[config.mk]
export PLATFORM = sky130hd
export DESIGN_NAME = array_count_search_delete
export DESIGN_NICKNAME = d
export VERILOG_FILES = /design/src/rtl/acsd_pkg.sv /design/src/rtl/acsd_mem.sv /design/src/rtl/acsd_walk.sv /design/src/rtl/acsd_rsp_reg.sv /design/src/rtl/array_count_search_delete.sv
export VERILOG_INCLUDE_DIRS = /design/src /design/src/rtl
export SDC_FILE = /design/constraint.sdc
export NUM_CORES = 2
export LEC_CHECK = 0
export BUFFER_PORTS_ARGS = -buffer_cell sky130_fd_sc_hd__buf_4
export CORE_MARGIN = 4
export CORE_UTILIZATION = 42
export CTS_CLUSTER_SIZE = 16
export DETAILED_ROUTE_END_ITERATION = 10
export GPL_TIMING_DRIVEN = 0
export HOLD_SLACK_MARGIN = 0.1
export PLACE_DENSITY_LB_ADDON = 0.12
export SKIP_LAST_GASP = 1
export SYNTH_ARGS = -nofsm -noshare
export SYNTH_HDL_FRONTEND = slang
export SYNTH_SLANG_ARGS = --single-unit
[constraint.sdc]
create_clock -name clock -period 6.03 [get_ports clock]
set_input_delay 0.9045 -clock clock [delete_from_list [all_inputs] [get_ports clock]]
set_output_delay 0.9045 -clock clock [all_outputs]
set_load 0.02 [all_outputs]
[src/rtl/array_count_search_delete_defines.svh]
// assertion macros shared by the array count/search/delete block
`ifndef ARRAY_COUNT_SEARCH_DELETE_DEFINES_SVH
`define ARRAY_COUNT_SEARCH_DELETE_DEFINES_SVH

// same-cycle implication, checked at every rising edge outside reset
`define ACSD_ASSERT_IMPL(label, clk, rst, ante, cons) \
   label: assert property (@(posedge clk) disable iff (rst) (ante) |-> (cons)) \
      else $error("acsd same-cycle check failed");

// next-cycle implication, checked at every rising edge outside reset
`define ACSD_ASSERT_NEXT(label, clk, rst, ante, cons) \
   label: assert property (@(posedge clk) disable iff (rst) (ante) |=> (cons)) \
      else $error("acsd next-cycle check failed");

`endif

[src/rtl/acsd_pkg.sv]
// types and codes of the array count/search/delete block
`default_nettype none

package acsd_pkg;

   localparam int DATA_W = 32;
   localparam int OP_W   = 3;
   localparam int KIND_W = 3;
   localparam int SIZE_W = 7;

   localparam logic [OP_W-1:0] OP_CLEAR     = 3'd0;
   localparam logic [OP_W-1:0] OP_APPEND    = 3'd1;
   localparam logic [OP_W-1:0] OP_COUNT     = 3'd2;
   localparam logic [OP_W-1:0] OP_SEARCH    = 3'd3;
   localparam logic [OP_W-1:0] OP_DEL_FIRST = 3'd4;
   localparam logic [OP_W-1:0] OP_DEL_ALL   = 3'd5;

   localparam logic [KIND_W-1:0] KIND_ACK       = 3'd0;
   localparam logic [KIND_W-1:0] KIND_COUNT     = 3'd1;
   localparam logic [KIND_W-1:0] KIND_FOUND     = 3'd2;
   localparam logic [KIND_W-1:0] KIND_NOT_FOUND = 3'd3;
   localparam logic [KIND_W-1:0] KIND_DELETED   = 3'd4;
   localparam logic [KIND_W-1:0] KIND_FULL      = 3'd5;

   typedef struct packed {
      logic [OP_W-1:0]          opcode;
      logic signed [DATA_W-1:0] operand_value;
   } req_type;

   typedef struct packed {
      logic [KIND_W-1:0] result_kind;
      logic [SIZE_W-1:0] result_value;
      logic [SIZE_W-1:0] table_size;
      logic              last_result;
   } rsp_type;

   typedef struct packed {
      logic    valid;
      rsp_type rsp;
   } emit_type;

   typedef enum logic [1:0] {
      ST_IDLE,
      ST_WALK,
      ST_DONE
   } state_type;

endpackage

`default_nettype wire

[src/rtl/acsd_mem.sv]
// entry storage: one write port, one read port with registered data
`default_nettype none

module acsd_mem
   import acsd_pkg::*;
#(
   parameter int DEPTH = 64
) (
   input  wire logic                                   clock,
   input  wire logic                                   wr_en,
   input  wire logic [(DEPTH > 1 ? $clog2(DEPTH) : 1)-1:0] wr_addr,
   input  wire logic [DATA_W-1:0]                      wr_data,
   input  wire logic                                   rd_en,
   input  wire logic [(DEPTH > 1 ? $clog2(DEPTH) : 1)-1:0] rd_addr,
   output logic      [DATA_W-1:0]                      rd_data
);

   logic [DATA_W-1:0] mem_ff [DEPTH];
   logic [DATA_W-1:0] rd_data_ff;

   always_ff @(posedge clock) begin
      if (wr_en) begin
         mem_ff[wr_addr] <= wr_data;
      end
      if (rd_en) begin
         rd_data_ff <= mem_ff[rd_addr];
      end
   end

   assign rd_data = rd_data_ff;

endmodule

`default_nettype wire

[src/rtl/acsd_walk.sv]
// sequencer: decodes a request and walks the stored entries
`default_nettype none

module acsd_walk
   import acsd_pkg::*;
#(
   parameter int DEPTH = 64
) (
   input  wire logic                                   clock,
   input  wire logic                                   reset,
   input  wire logic                                   req_valid,
   output logic                                        req_ready,
   input  wire req_type                                req,
   input  wire logic                                   out_free,
   output emit_type                                    emit,
   output logic                                        wr_en,
   output logic      [(DEPTH > 1 ? $clog2(DEPTH) : 1)-1:0] wr_addr,
   output logic      [DATA_W-1:0]                      wr_data,
   output logic                                        rd_en,
   output logic      [(DEPTH > 1 ? $clog2(DEPTH) : 1)-1:0] rd_addr,
   input  wire logic [DATA_W-1:0]                      rd_data
);

   localparam int IDX_W = DEPTH > 1 ? $clog2(DEPTH) : 1;
   localparam int CNT_W = $clog2(DEPTH + 1);
   localparam logic [CNT_W-1:0] FULL = CNT_W'(DEPTH);
   localparam logic [CNT_W-1:0] ONE  = CNT_W'(1);

   state_type         state_ff, state_in;
   logic [OP_W-1:0]   op_ff, op_in;
   logic [DATA_W-1:0] val_ff, val_in;
   logic [CNT_W-1:0]  fill_ff, fill_in;
   logic [CNT_W-1:0]  rd_idx_ff, rd_idx_in;
   logic              dv_ff, dv_in;
   logic [IDX_W-1:0]  chk_ff, chk_in;
   logic [CNT_W-1:0]  acc_ff, acc_in;
   logic              hit_ff, hit_in;
   logic              pend_ff, pend_in;
   logic [CNT_W-1:0]  pos_ff, pos_in;
   logic [KIND_W-1:0] kind_ff, kind_in;
   logic [SIZE_W-1:0] res_ff, res_in;

   logic match;
   logic need_emit;
   logic advance;

   always_ff @(posedge clock) begin
      if (reset) begin
         state_ff <= ST_IDLE;
         fill_ff  <= '0;
         dv_ff    <= 1'b0;
         pend_ff  <= 1'b0;
      end else begin
         state_ff <= state_in;
         fill_ff  <= fill_in;
         dv_ff    <= dv_in;
         pend_ff  <= pend_in;
      end
   end

   always_ff @(posedge clock) begin
      op_ff     <= op_in;
      val_ff    <= val_in;
      rd_idx_ff <= rd_idx_in;
      chk_ff    <= chk_in;
      acc_ff    <= acc_in;
      hit_ff    <= hit_in;
      pos_ff    <= pos_in;
      kind_ff   <= kind_in;
      res_ff    <= res_in;
   end

   assign match     = rd_data == val_ff;
   // a new match in search flushes the one held back, which needs the output free
   assign need_emit = dv_ff && (op_ff == OP_SEARCH) && match && pend_ff;
   assign advance   = !need_emit || out_free;

   always_comb begin
      state_in  = state_ff;
      op_in     = op_ff;
      val_in    = val_ff;
      fill_in   = fill_ff;
      rd_idx_in = rd_idx_ff;
      dv_in     = dv_ff;
      chk_in    = chk_ff;
      acc_in    = acc_ff;
      hit_in    = hit_ff;
      pend_in   = pend_ff;
      pos_in    = pos_ff;
      kind_in   = kind_ff;
      res_in    = res_ff;
      req_ready = 1'b0;
      emit      = '0;
      wr_en     = 1'b0;
      wr_addr   = acc_ff[IDX_W-1:0];
      wr_data   = rd_data;
      rd_en     = 1'b0;
      rd_addr   = rd_idx_ff[IDX_W-1:0];

      unique case (state_ff)
         ST_IDLE: begin
            req_ready = 1'b1;
            if (req_valid) begin
               op_in     = req.opcode;
               val_in    = req.operand_value;
               rd_idx_in = '0;
               dv_in     = 1'b0;
               acc_in    = '0;
               hit_in    = 1'b0;
               pend_in   = 1'b0;
               kind_in   = KIND_ACK;
               res_in    = '0;
               state_in  = ST_DONE;
               case (req.opcode)
                  OP_CLEAR: begin
                     fill_in = '0;
                  end
                  OP_APPEND: begin
                     if (fill_ff == FULL) begin
                        kind_in = KIND_FULL;
                     end else begin
                        wr_en   = 1'b1;
                        wr_addr = fill_ff[IDX_W-1:0];
                        wr_data = req.operand_value;
                        fill_in = fill_ff + ONE;
                     end
                  end
                  OP_COUNT, OP_SEARCH, OP_DEL_FIRST, OP_DEL_ALL: begin
                     state_in = ST_WALK;
                  end
                  default: begin
                  end
               endcase
            end
         end

         ST_WALK: begin
            if (advance) begin
               if (dv_ff) begin
                  case (op_ff)
                     OP_COUNT: begin
                        if (match) begin
                           acc_in = acc_ff + ONE;
                        end
                     end
                     OP_SEARCH: begin
                        if (match) begin
                           emit.valid            = pend_ff;
                           emit.rsp.result_kind  = KIND_FOUND;
                           emit.rsp.result_value = SIZE_W'(pos_ff);
                           emit.rsp.table_size   = SIZE_W'(fill_ff);
                           emit.rsp.last_result  = 1'b0;
                           pend_in               = 1'b1;
                           pos_in                = CNT_W'(chk_ff) + ONE;
                        end
                     end
                     default: begin
                        // compaction: kept entries move down to the write pointer
                        if (match && (op_ff == OP_DEL_ALL || !hit_ff)) begin
                           hit_in = 1'b1;
                        end else begin
                           wr_en  = 1'b1;
                           acc_in = acc_ff + ONE;
                        end
                     end
                  endcase
               end
               if (rd_idx_ff < fill_ff) begin
                  rd_en     = 1'b1;
                  rd_idx_in = rd_idx_ff + ONE;
                  chk_in    = rd_idx_ff[IDX_W-1:0];
                  dv_in     = 1'b1;
               end else begin
                  dv_in = 1'b0;
               end
               if (!dv_ff && rd_idx_ff == fill_ff) begin
                  state_in = ST_DONE;
                  case (op_ff)
                     OP_COUNT: begin
                        kind_in = KIND_COUNT;
                        res_in  = SIZE_W'(acc_ff);
                     end
                     OP_SEARCH: begin
                        kind_in = pend_ff ? KIND_FOUND : KIND_NOT_FOUND;
                        res_in  = pend_ff ? SIZE_W'(pos_ff) : '0;
                        pend_in = 1'b0;
                     end
                     default: begin
                        kind_in = KIND_DELETED;
                        res_in  = SIZE_W'(fill_ff - acc_ff);
                        fill_in = acc_ff;
                     end
                  endcase
               end
            end
         end

         ST_DONE: begin
            if (out_free) begin
               emit.valid            = 1'b1;
               emit.rsp.result_kind  = kind_ff;
               emit.rsp.result_value = res_ff;
               emit.rsp.table_size   = SIZE_W'(fill_ff);
               emit.rsp.last_result  = 1'b1;
               state_in              = ST_IDLE;
            end
         end

         default: begin
            state_in = ST_IDLE;
         end
      endcase
   end

endmodule

`default_nettype wire

[src/rtl/acsd_rsp_reg.sv]
// result output register between the sequencer and the result channel
`default_nettype none

module acsd_rsp_reg
   import acsd_pkg::*;
(
   input  wire logic     clock,
   input  wire logic     reset,
   input  wire emit_type emit,
   output logic          out_free,
   output logic          rsp_valid,
   input  wire logic     rsp_ready,
   output rsp_type       rsp
);

   logic    valid_ff, valid_in;
   rsp_type data_ff, data_in;

   always_ff @(posedge clock) begin
      if (reset) begin
         valid_ff <= 1'b0;
      end else begin
         valid_ff <= valid_in;
      end
   end

   always_ff @(posedge clock) begin
      data_ff <= data_in;
   end

   assign out_free = !valid_ff || rsp_ready;

   always_comb begin
      valid_in = valid_ff;
      data_in  = data_ff;
      if (out_free) begin
         valid_in = emit.valid;
         if (emit.valid) begin
            data_in = emit.rsp;
         end
      end
   end

   assign rsp_valid = valid_ff;
   assign rsp       = data_ff;

endmodule

`default_nettype wire

[src/rtl/array_count_search_delete.sv]
// top level of the array count/search/delete block
//
//   channel   direction  handshake              payload
//   req_      in         req_valid / req_ready  req_data: opcode, operand_value
//   rsp_      out        rsp_valid / rsp_ready  rsp_data: kind, value, size, last
//
// clear, append and unused opcodes go from accept through the done state to the result register
// count and both deletes walk the table one entry per cycle on the single memory read port;
// any op waits longer while rsp_ready is low
// a request is taken only while the sequencer is idle; a held result does not block it
// reset clears the fill count and the control state; the entries need no clearing pass
`default_nettype none
`include "array_count_search_delete_defines.svh"

module array_count_search_delete
   import acsd_pkg::*;
#(
   parameter int DEPTH = 64
) (
   input  wire logic    clock,
   input  wire logic    reset,
   input  wire logic    req_valid,
   output logic         req_ready,
   input  wire req_type req_data,
   output logic         rsp_valid,
   input  wire logic    rsp_ready,
   output rsp_type      rsp_data
);

   localparam int IDX_W = DEPTH > 1 ? $clog2(DEPTH) : 1;

   logic              wr_en;
   logic [IDX_W-1:0]  wr_addr;
   logic [DATA_W-1:0] wr_data;
   logic              rd_en;
   logic [IDX_W-1:0]  rd_addr;
   logic [DATA_W-1:0] rd_data;
   logic              out_free;
   emit_type          emit;

   acsd_mem #(
      .DEPTH(DEPTH)
   ) u_mem (
      .clock  (clock),
      .wr_en  (wr_en),
      .wr_addr(wr_addr),
      .wr_data(wr_data),
      .rd_en  (rd_en),
      .rd_addr(rd_addr),
      .rd_data(rd_data)
   );

   acsd_walk #(
      .DEPTH(DEPTH)
   ) u_walk (
      .clock    (clock),
      .reset    (reset),
      .req_valid(req_valid),
      .req_ready(req_ready),
      .req      (req_data),
      .out_free (out_free),
      .emit     (emit),
      .wr_en    (wr_en),
      .wr_addr  (wr_addr),
      .wr_data  (wr_data),
      .rd_en    (rd_en),
      .rd_addr  (rd_addr),
      .rd_data  (rd_data)
   );

   acsd_rsp_reg u_rsp (
      .clock    (clock),
      .reset    (reset),
      .emit     (emit),
      .out_free (out_free),
      .rsp_valid(rsp_valid),
      .rsp_ready(rsp_ready),
      .rsp      (rsp_data)
   );

   // a transaction keeps the sequencer busy in the cycle after it is accepted
   `ACSD_ASSERT_NEXT(a_busy_after_req, clock, reset, req_valid && req_ready, !req_ready)
   // the reported size never exceeds the table depth
   `ACSD_ASSERT_IMPL(a_size_bound, clock, reset, rsp_valid, rsp_data.table_size <= SIZE_W'(DEPTH))
   // a found position lies inside the table
   `ACSD_ASSERT_IMPL(a_pos_range, clock, reset, rsp_valid && rsp_data.result_kind == KIND_FOUND, rsp_data.result_value != '0 && rsp_data.result_value <= rsp_data.table_size)
   // only search can give more than one result per request
   `ACSD_ASSERT_IMPL(a_single_last, clock, reset, rsp_valid && rsp_data.result_kind != KIND_FOUND, rsp_data.last_result)

endmodule

`default_nettype wire

# --- Word-level counts from Yosys, hierarchy flattened ---
# Memories as Yosys holds them, arrays and structs flattened. A register that Yosys moved wholly into a read port is not among the register bits.
# Cells that the tools add are included.
totals:
  reg_bits: 103
  ram_bits: 2048
  inputBits: 39
  elab_cells: 158
  mem_count: 1
memory_table:
  columns: ["memory", "depth", "word_bits", "rd", "rd_ports_with_merged_regs", "write_ports", "line_no", "text"]
  rows:
  - ["u_mem.mem_ff", 64, 32, 1, 1, 1, "acsd_mem.sv:18", "logic [DATA_W-1:0] mem_ff [DEPTH];"]
classes:
  add_sub_neg: 5
  order_cmp: 1
  eq_ne: 26
  mux: 79
  n_reduce_logical: 28
op_table:
  columns: ["op", "n"]
  rows:
  - ["32-bit 2-to-1 mux", 4]
  - ["7-bit 2-to-1 mux", 15]
  - ["7-bit one-hot mux with 2 select lines", 7]
  - ["19-bit 2-to-1 mux", 5]
  - ["19-bit one-hot mux with 2 select lines", 1]
  - ["32-bit == test", 1]
  - ["1-bit 2-to-1 mux", 26]
  - ["6-bit 2-to-1 mux", 4]
  - ["7-bit by 1-bit adder with 7-bit output, second input constant", 3]
  - ["3-bit 2-to-1 mux", 5]
  - ["7-bit AND reduction", 2]
  - ["3-bit by 2-bit == test with 1-bit output, second input constant", 4]
  - ["2-bit by 1-bit != test with 1-bit output, second input constant", 6]
  - ["3-bit one-hot mux with 2 select lines", 2]
  - ["4-bit AND reduction", 3]
  - ["2-bit 2-to-1 mux", 5]
  - ["3-bit == test, second input constant", 3]
  - ["3-bit != test, second input constant", 3]
  - ["1-bit one-hot mux with 2 select lines", 4]
  - ["6-bit by 1-bit adder with 7-bit output, second input constant", 1]
  - ["7-bit == test", 1]
  - ["7-bit == test, second input constant", 1]
  - ["7-bit < comparator", 1]
  - ["7-bit subtractor", 1]
  - ["18 further kinds", 31]

# --- Longest topological paths before layout ---
depth:
  word_depth: 10
  depth_mapped: 13
  depth_no_buf: 9

# --- Modules after synthesis ---
# Synthesis repeated with hierarchy kept, for this count alone.
unflattened:
  hier_cells: 4061
  area_unflattened_um2: 84984.0
by_module_without_submodules:
  columns: ["module", "n_inst", "cells_each", "area_per_inst_um2", "seq_area_each_um2"]
  rows:
  - ["acsd_mem", 1, 3511, 79359.9, 62459.9]
  - ["acsd_walk", 1, 527, 5028.6, 2412.3]
  - ["acsd_rsp_reg", 1, 23, 595.6, 560.5]

# --- Worst setup path before layout ---
# Ideal clock, no wire load.
synth_path:
  path_type: "in2reg"
  start: "in req_valid"
  end: "mem u_mem.mem_ff[0][0] (enable)"
  setup_time_ps: 461
  t_arrival_ps: 5604
  required_ps: 5569
  setup_slack_ps: -35
  path_stages: 9
  cell_sequence: "and2_1 > clkbuf_1 > o311a_1 > buf_6 > mux2i_1 > inv_2 > or2_1 > clkbuf_1 > nor3_1"
synth_between:
  elab_chain_len: 4
synth_lines:
  columns: ["item", "line_no", "text"]
  rows:
  - ["start: declaration", "array_count_search_delete.sv:22", "input wire logic req_valid,"]
  - ["1-bit 2-to-1 mux", "acsd_walk.sv:103", "if (req_valid) begin"]
  - ["1-bit one-hot mux with 2 select lines", "acsd_walk.sv:100", "unique case (state_ff)"]
  - ["1-bit 2-to-1 mux", "acsd_mem.sv:22", "if (wr_en) begin"]
  - ["1-bit 2-to-1 mux (not written as such)", "acsd_mem.sv:23", "mem_ff[wr_addr] <= wr_data;"]
  - ["end: declaration", "acsd_mem.sv:18", null]
# Parallel ways exist; a longest one is shown, timed or not.

# --- Final worst setup path ---
layout_path:
  start: "reg u_walk.fill_ff[1]"
  end: "mem u_mem.mem_ff[48][26] (enable)"
layout_between:
  elab_chain_len: 7
layout_lines:
  columns: ["item", "line_no", "text"]
  rows:
  - ["start: declaration", "acsd_walk.sv:32", "logic [CNT_W-1:0] fill_ff, fill_in;"]
  - ["start signal: assignment", "acsd_walk.sv:55", "fill_ff <= fill_in;"]
  - ["7-bit == test", "acsd_walk.sv:119", "if (fill_ff == FULL) begin"]
  - ["1-bit 2-to-1 mux", "acsd_walk.sv:119", null]
  - ["1-bit 2-to-1 mux", "acsd_walk.sv:114", "case (req.opcode)"]
  - ["1-bit 2-to-1 mux", "acsd_walk.sv:103", null]
  - ["1-bit one-hot mux with 2 select lines", "acsd_walk.sv:100", null]
  - ["1-bit 2-to-1 mux", "acsd_mem.sv:22", null]
  - ["1-bit 2-to-1 mux (not written as such)", "acsd_mem.sv:23", null]
# Parallel ways exist; a longest one is shown, timed or not.

==> key figures <==
Status
  – Status: complete, no violations

Finish
  – Utilization after layout: 49.2%
  – Net count, final: 4110
  – Area grow syn2layout: 16.6%
  – Final cell count without fillers: 6892
  – Design Area, Final: 98400 um2
  – Share of cells above drive strength 1: 31.6%

Hold path
  – Hold crit path type: in -> reg

Logic synthesis
  – Async set or reset register ratio after synthesis: 0%
  – Post-synth top cells: edfxtp_1 (2171), mux4_2 (640), clkbuf_1 (133), a22oi_1 (69), nand2_1 (56)
  – Syn avg cell area: 23.7 um2
  – Post-synth top area share: 77.3%
  – Post-synth top area cell: edfxtp_1
  – Post-Syn Instances: 3556
  – Ys Warns: 0
  – Most used flip-flop cell after synthesis: edfxtp_1
  – FF+latch count, synth: 2183
  – Synthesized area: 84400 um2
  – Count leader, synth: edfxtp_1
  – Synthesized Nets: 3618
  – Top cells by area, synth: edfxtp_1 (77%), mux4_2 (17%), a22oi_1 (0.61%)
  – Synth cell types: 60
  – Sequential share of the synthesized area: 77.5%
  – Number of synthesized flops with an enable pin: 2171

Global route
  – GR Overflow Total: 0
  – First-pass GRT wire length: 322 mm
  – Vias in the first global route: 40.6k
  – Pin count of the biggest net entering global routing: 65
  – GR Util All Layers: 22.0%
  – Antenna violations before repair: 17

Drt
  – Routed Antenna Nets: 0
  – Wire per inst: 33.3 um
  – Via count: 40.1k
  – DRT Pass-1 Iters: 5
  – Vias per inst: 5.81
  – Final wirelength: 230 mm
  – DRC viols: 0
  – DRT iter0 DRCs: 4848

Timing
  – Hold Slack: 0.238 ns
  – Setup violators final: 0
  – Highest Clock Rate: 178 MHz
  – Measured slew at the worst slew-check pin: 1.39 ns
  – Final Critical Period: 5.60 ns
  – Period utilization: 92.9%
  – Count of final hold-check violations: 0
  – Max_slew headroom: 6.79%
  – Final Max Slew Viols: 0
  – RSZ-0062 raised after global routing: no
  – Worst-case clock skew: 0.0494 ns

Clock tree
  – Bufs on Longest Clock Path: 3
  – CTS H-tree lvls: 4
  – Setup bufs post-CTS: 0
  – CTS buffer count: 222
  – Hold Buf Count CTS: 0
  – Clk slew on worst S/H paths: 0.06 ns
  – Latest clock arrival within the worst-skew pair: 0.87 ns
  – TritonCTS Sinks: 2183
  – CTS tree: yes
  – CTS root buffer: clkbuf_16
  – Post-CTS Resized: 0

Critical path
  – Kind of critical path: reg -> reg
  – Startpoint type of the worst setup path: flop
  – Worst-path fanout max: 10
  – Crit. End Element: flop
  – Reg2reg setup slack: 0.43 ns
  – WP data arrival: 6.16 ns
  – Worst path max stage delay: 1.11 ns
  – Worst path required time: 6.59 ns
  – Most used cell, CP: buf_6
  – CP Buf/Inv Count: 6
  – Crit-path cells: inv_1, ha_1, or4b_1, o311a_1, buf_6, clkbuf_1, o31ai_1, nand2_1, nor3_2, buf_6, buf_6, buf_6
  – CP top delay family: simple AND/OR/NAND/NOR gates
  – Max stage delay cell, worst path: o31ai_1

Floorplan
  – FP Rows: 164
  – Die area: 208000 um2
  – Starting Density: 42.2%
  – Die Y: 456 um
  – Core region area: 200000 um2
  – Die Width: 456 um
  – Num ports: 59

Placement
  – Post-DP HPWL: 156 mm
  – Area after DPL: 91600 um2
  – # port buffers: 58
  – RD Place Congestion: 0.923
  – Placed cell count: 6480

Flow run
  – Max_cap viols: 0

Pwr
  – PD cells: 417 nW/um2
  – Pleak: 0.0306 uW
  – Pwr Total: 41100 uW
  – Peak VDD IR: 0.273 mV
cell families after synthesis:
logic type	after synthesis	synth area share [%]
buffers and inverters	219	1.06
AO/OA/AOI/OAI	161	1.37
multiplexers	674	17.5
adder cells (fa/ha/maj)	23	0.350
XOR/XNOR	48	0.498
AND/OR/NAND/NOR	248	1.66
flip-flops	2183	77.5
layout make-up:
cell class	instances	area [um2]
timing repair buffer	268	3490
clock buffer	280	5790
inverter	28	105
fill	16044	101000
buffer	191	797
clock inverter	128	887
tap	2656	3320
multi-input combinational	1154	18600
antenna	4	10.0
sequential	2183	65400
routing by layer:
layer  GRT usage, %  part of all wire [%]
met5              0                     0
met4           8.52                   4.2
met1           32.0                    42
met2           33.6                    46
met3           3.91                   7.3
where the power goes:
part           total (uW)  internal [uW]  switching (uW)
Sequential          17600          17400             157
Combinational       10700           4120            6540
Clock               12800           7110            5730
Total               41100          28600           12400
registers in the layout, summed over array words and instances (netlist names), 2 cells and up:
signal            flops
u_walk.val_ff        32
u_walk.state_ff       2
u_walk.kind_ff        3
u_walk.chk_ff         6
u_rsp.rsp            18
u_walk.acc_ff         7
u_mem.mem_ff       2048
u_walk.pos_ff         7
u_walk.fill_ff        7
u_mem.rd_data        32
u_walk.rd_idx_ff      7
u_walk.op_ff          3
u_walk.res_ff         7
cell usage in the layout (no fill, tap or decap), types with 21 or more instances in the layout:
cell type,instances
ha_1,22
mux2_4,29
buf_1,36
edfxtp_1,2171
nor3_4,27
buf_16,38
clkinv_2,39
nor3_2,37
clkbuf_1,183
mux4_2,640
nand3_1,24
a21oi_1,21
clkbuf_16,223
clkinv_1,63
a22oi_1,69
buf_4,74
xor2_1,36
nand2_1,56
buf_6,131
buf_8,30
inv_1,27
through the flow:
stage               setup TNS [ns]  setup WS (ns)
finish                           0          0.427
CTS                              0          0.570
global placement          -6952.87          -4.97
detailed placement               0          0.583
global route                     0          0.410
floorplan                    -5.53        -0.0346
worst register-to-register path, stage by stage (launching register included):
cell	delay, ns
dfxtp_1	0.39
inv_1	0.33
ha_1	0.21
or4b_1	0.44
o311a_1	0.32
buf_6	0.15
clkbuf_1	0.29
o31ai_1	1.11
nand2_1	0.63
nor3_2	0.82
buf_6	0.26
buf_6	0.17
buf_6	0.17
final timing paths:
path / start / to / cells past startpoint
worst max-delay path: u_walk.fill_ff[1] / u_mem.mem_ff[48][26] / 12
worst min-delay path: req_data[34] / u_walk.op_ff[2] / 1
worst max register to register: u_walk.fill_ff[1] / u_mem.mem_ff[48][26] / 12
worst min register to register: u_walk.kind_ff[1] / u_rsp.rsp[16] / 2
Power figures use the tool's default switching activity.
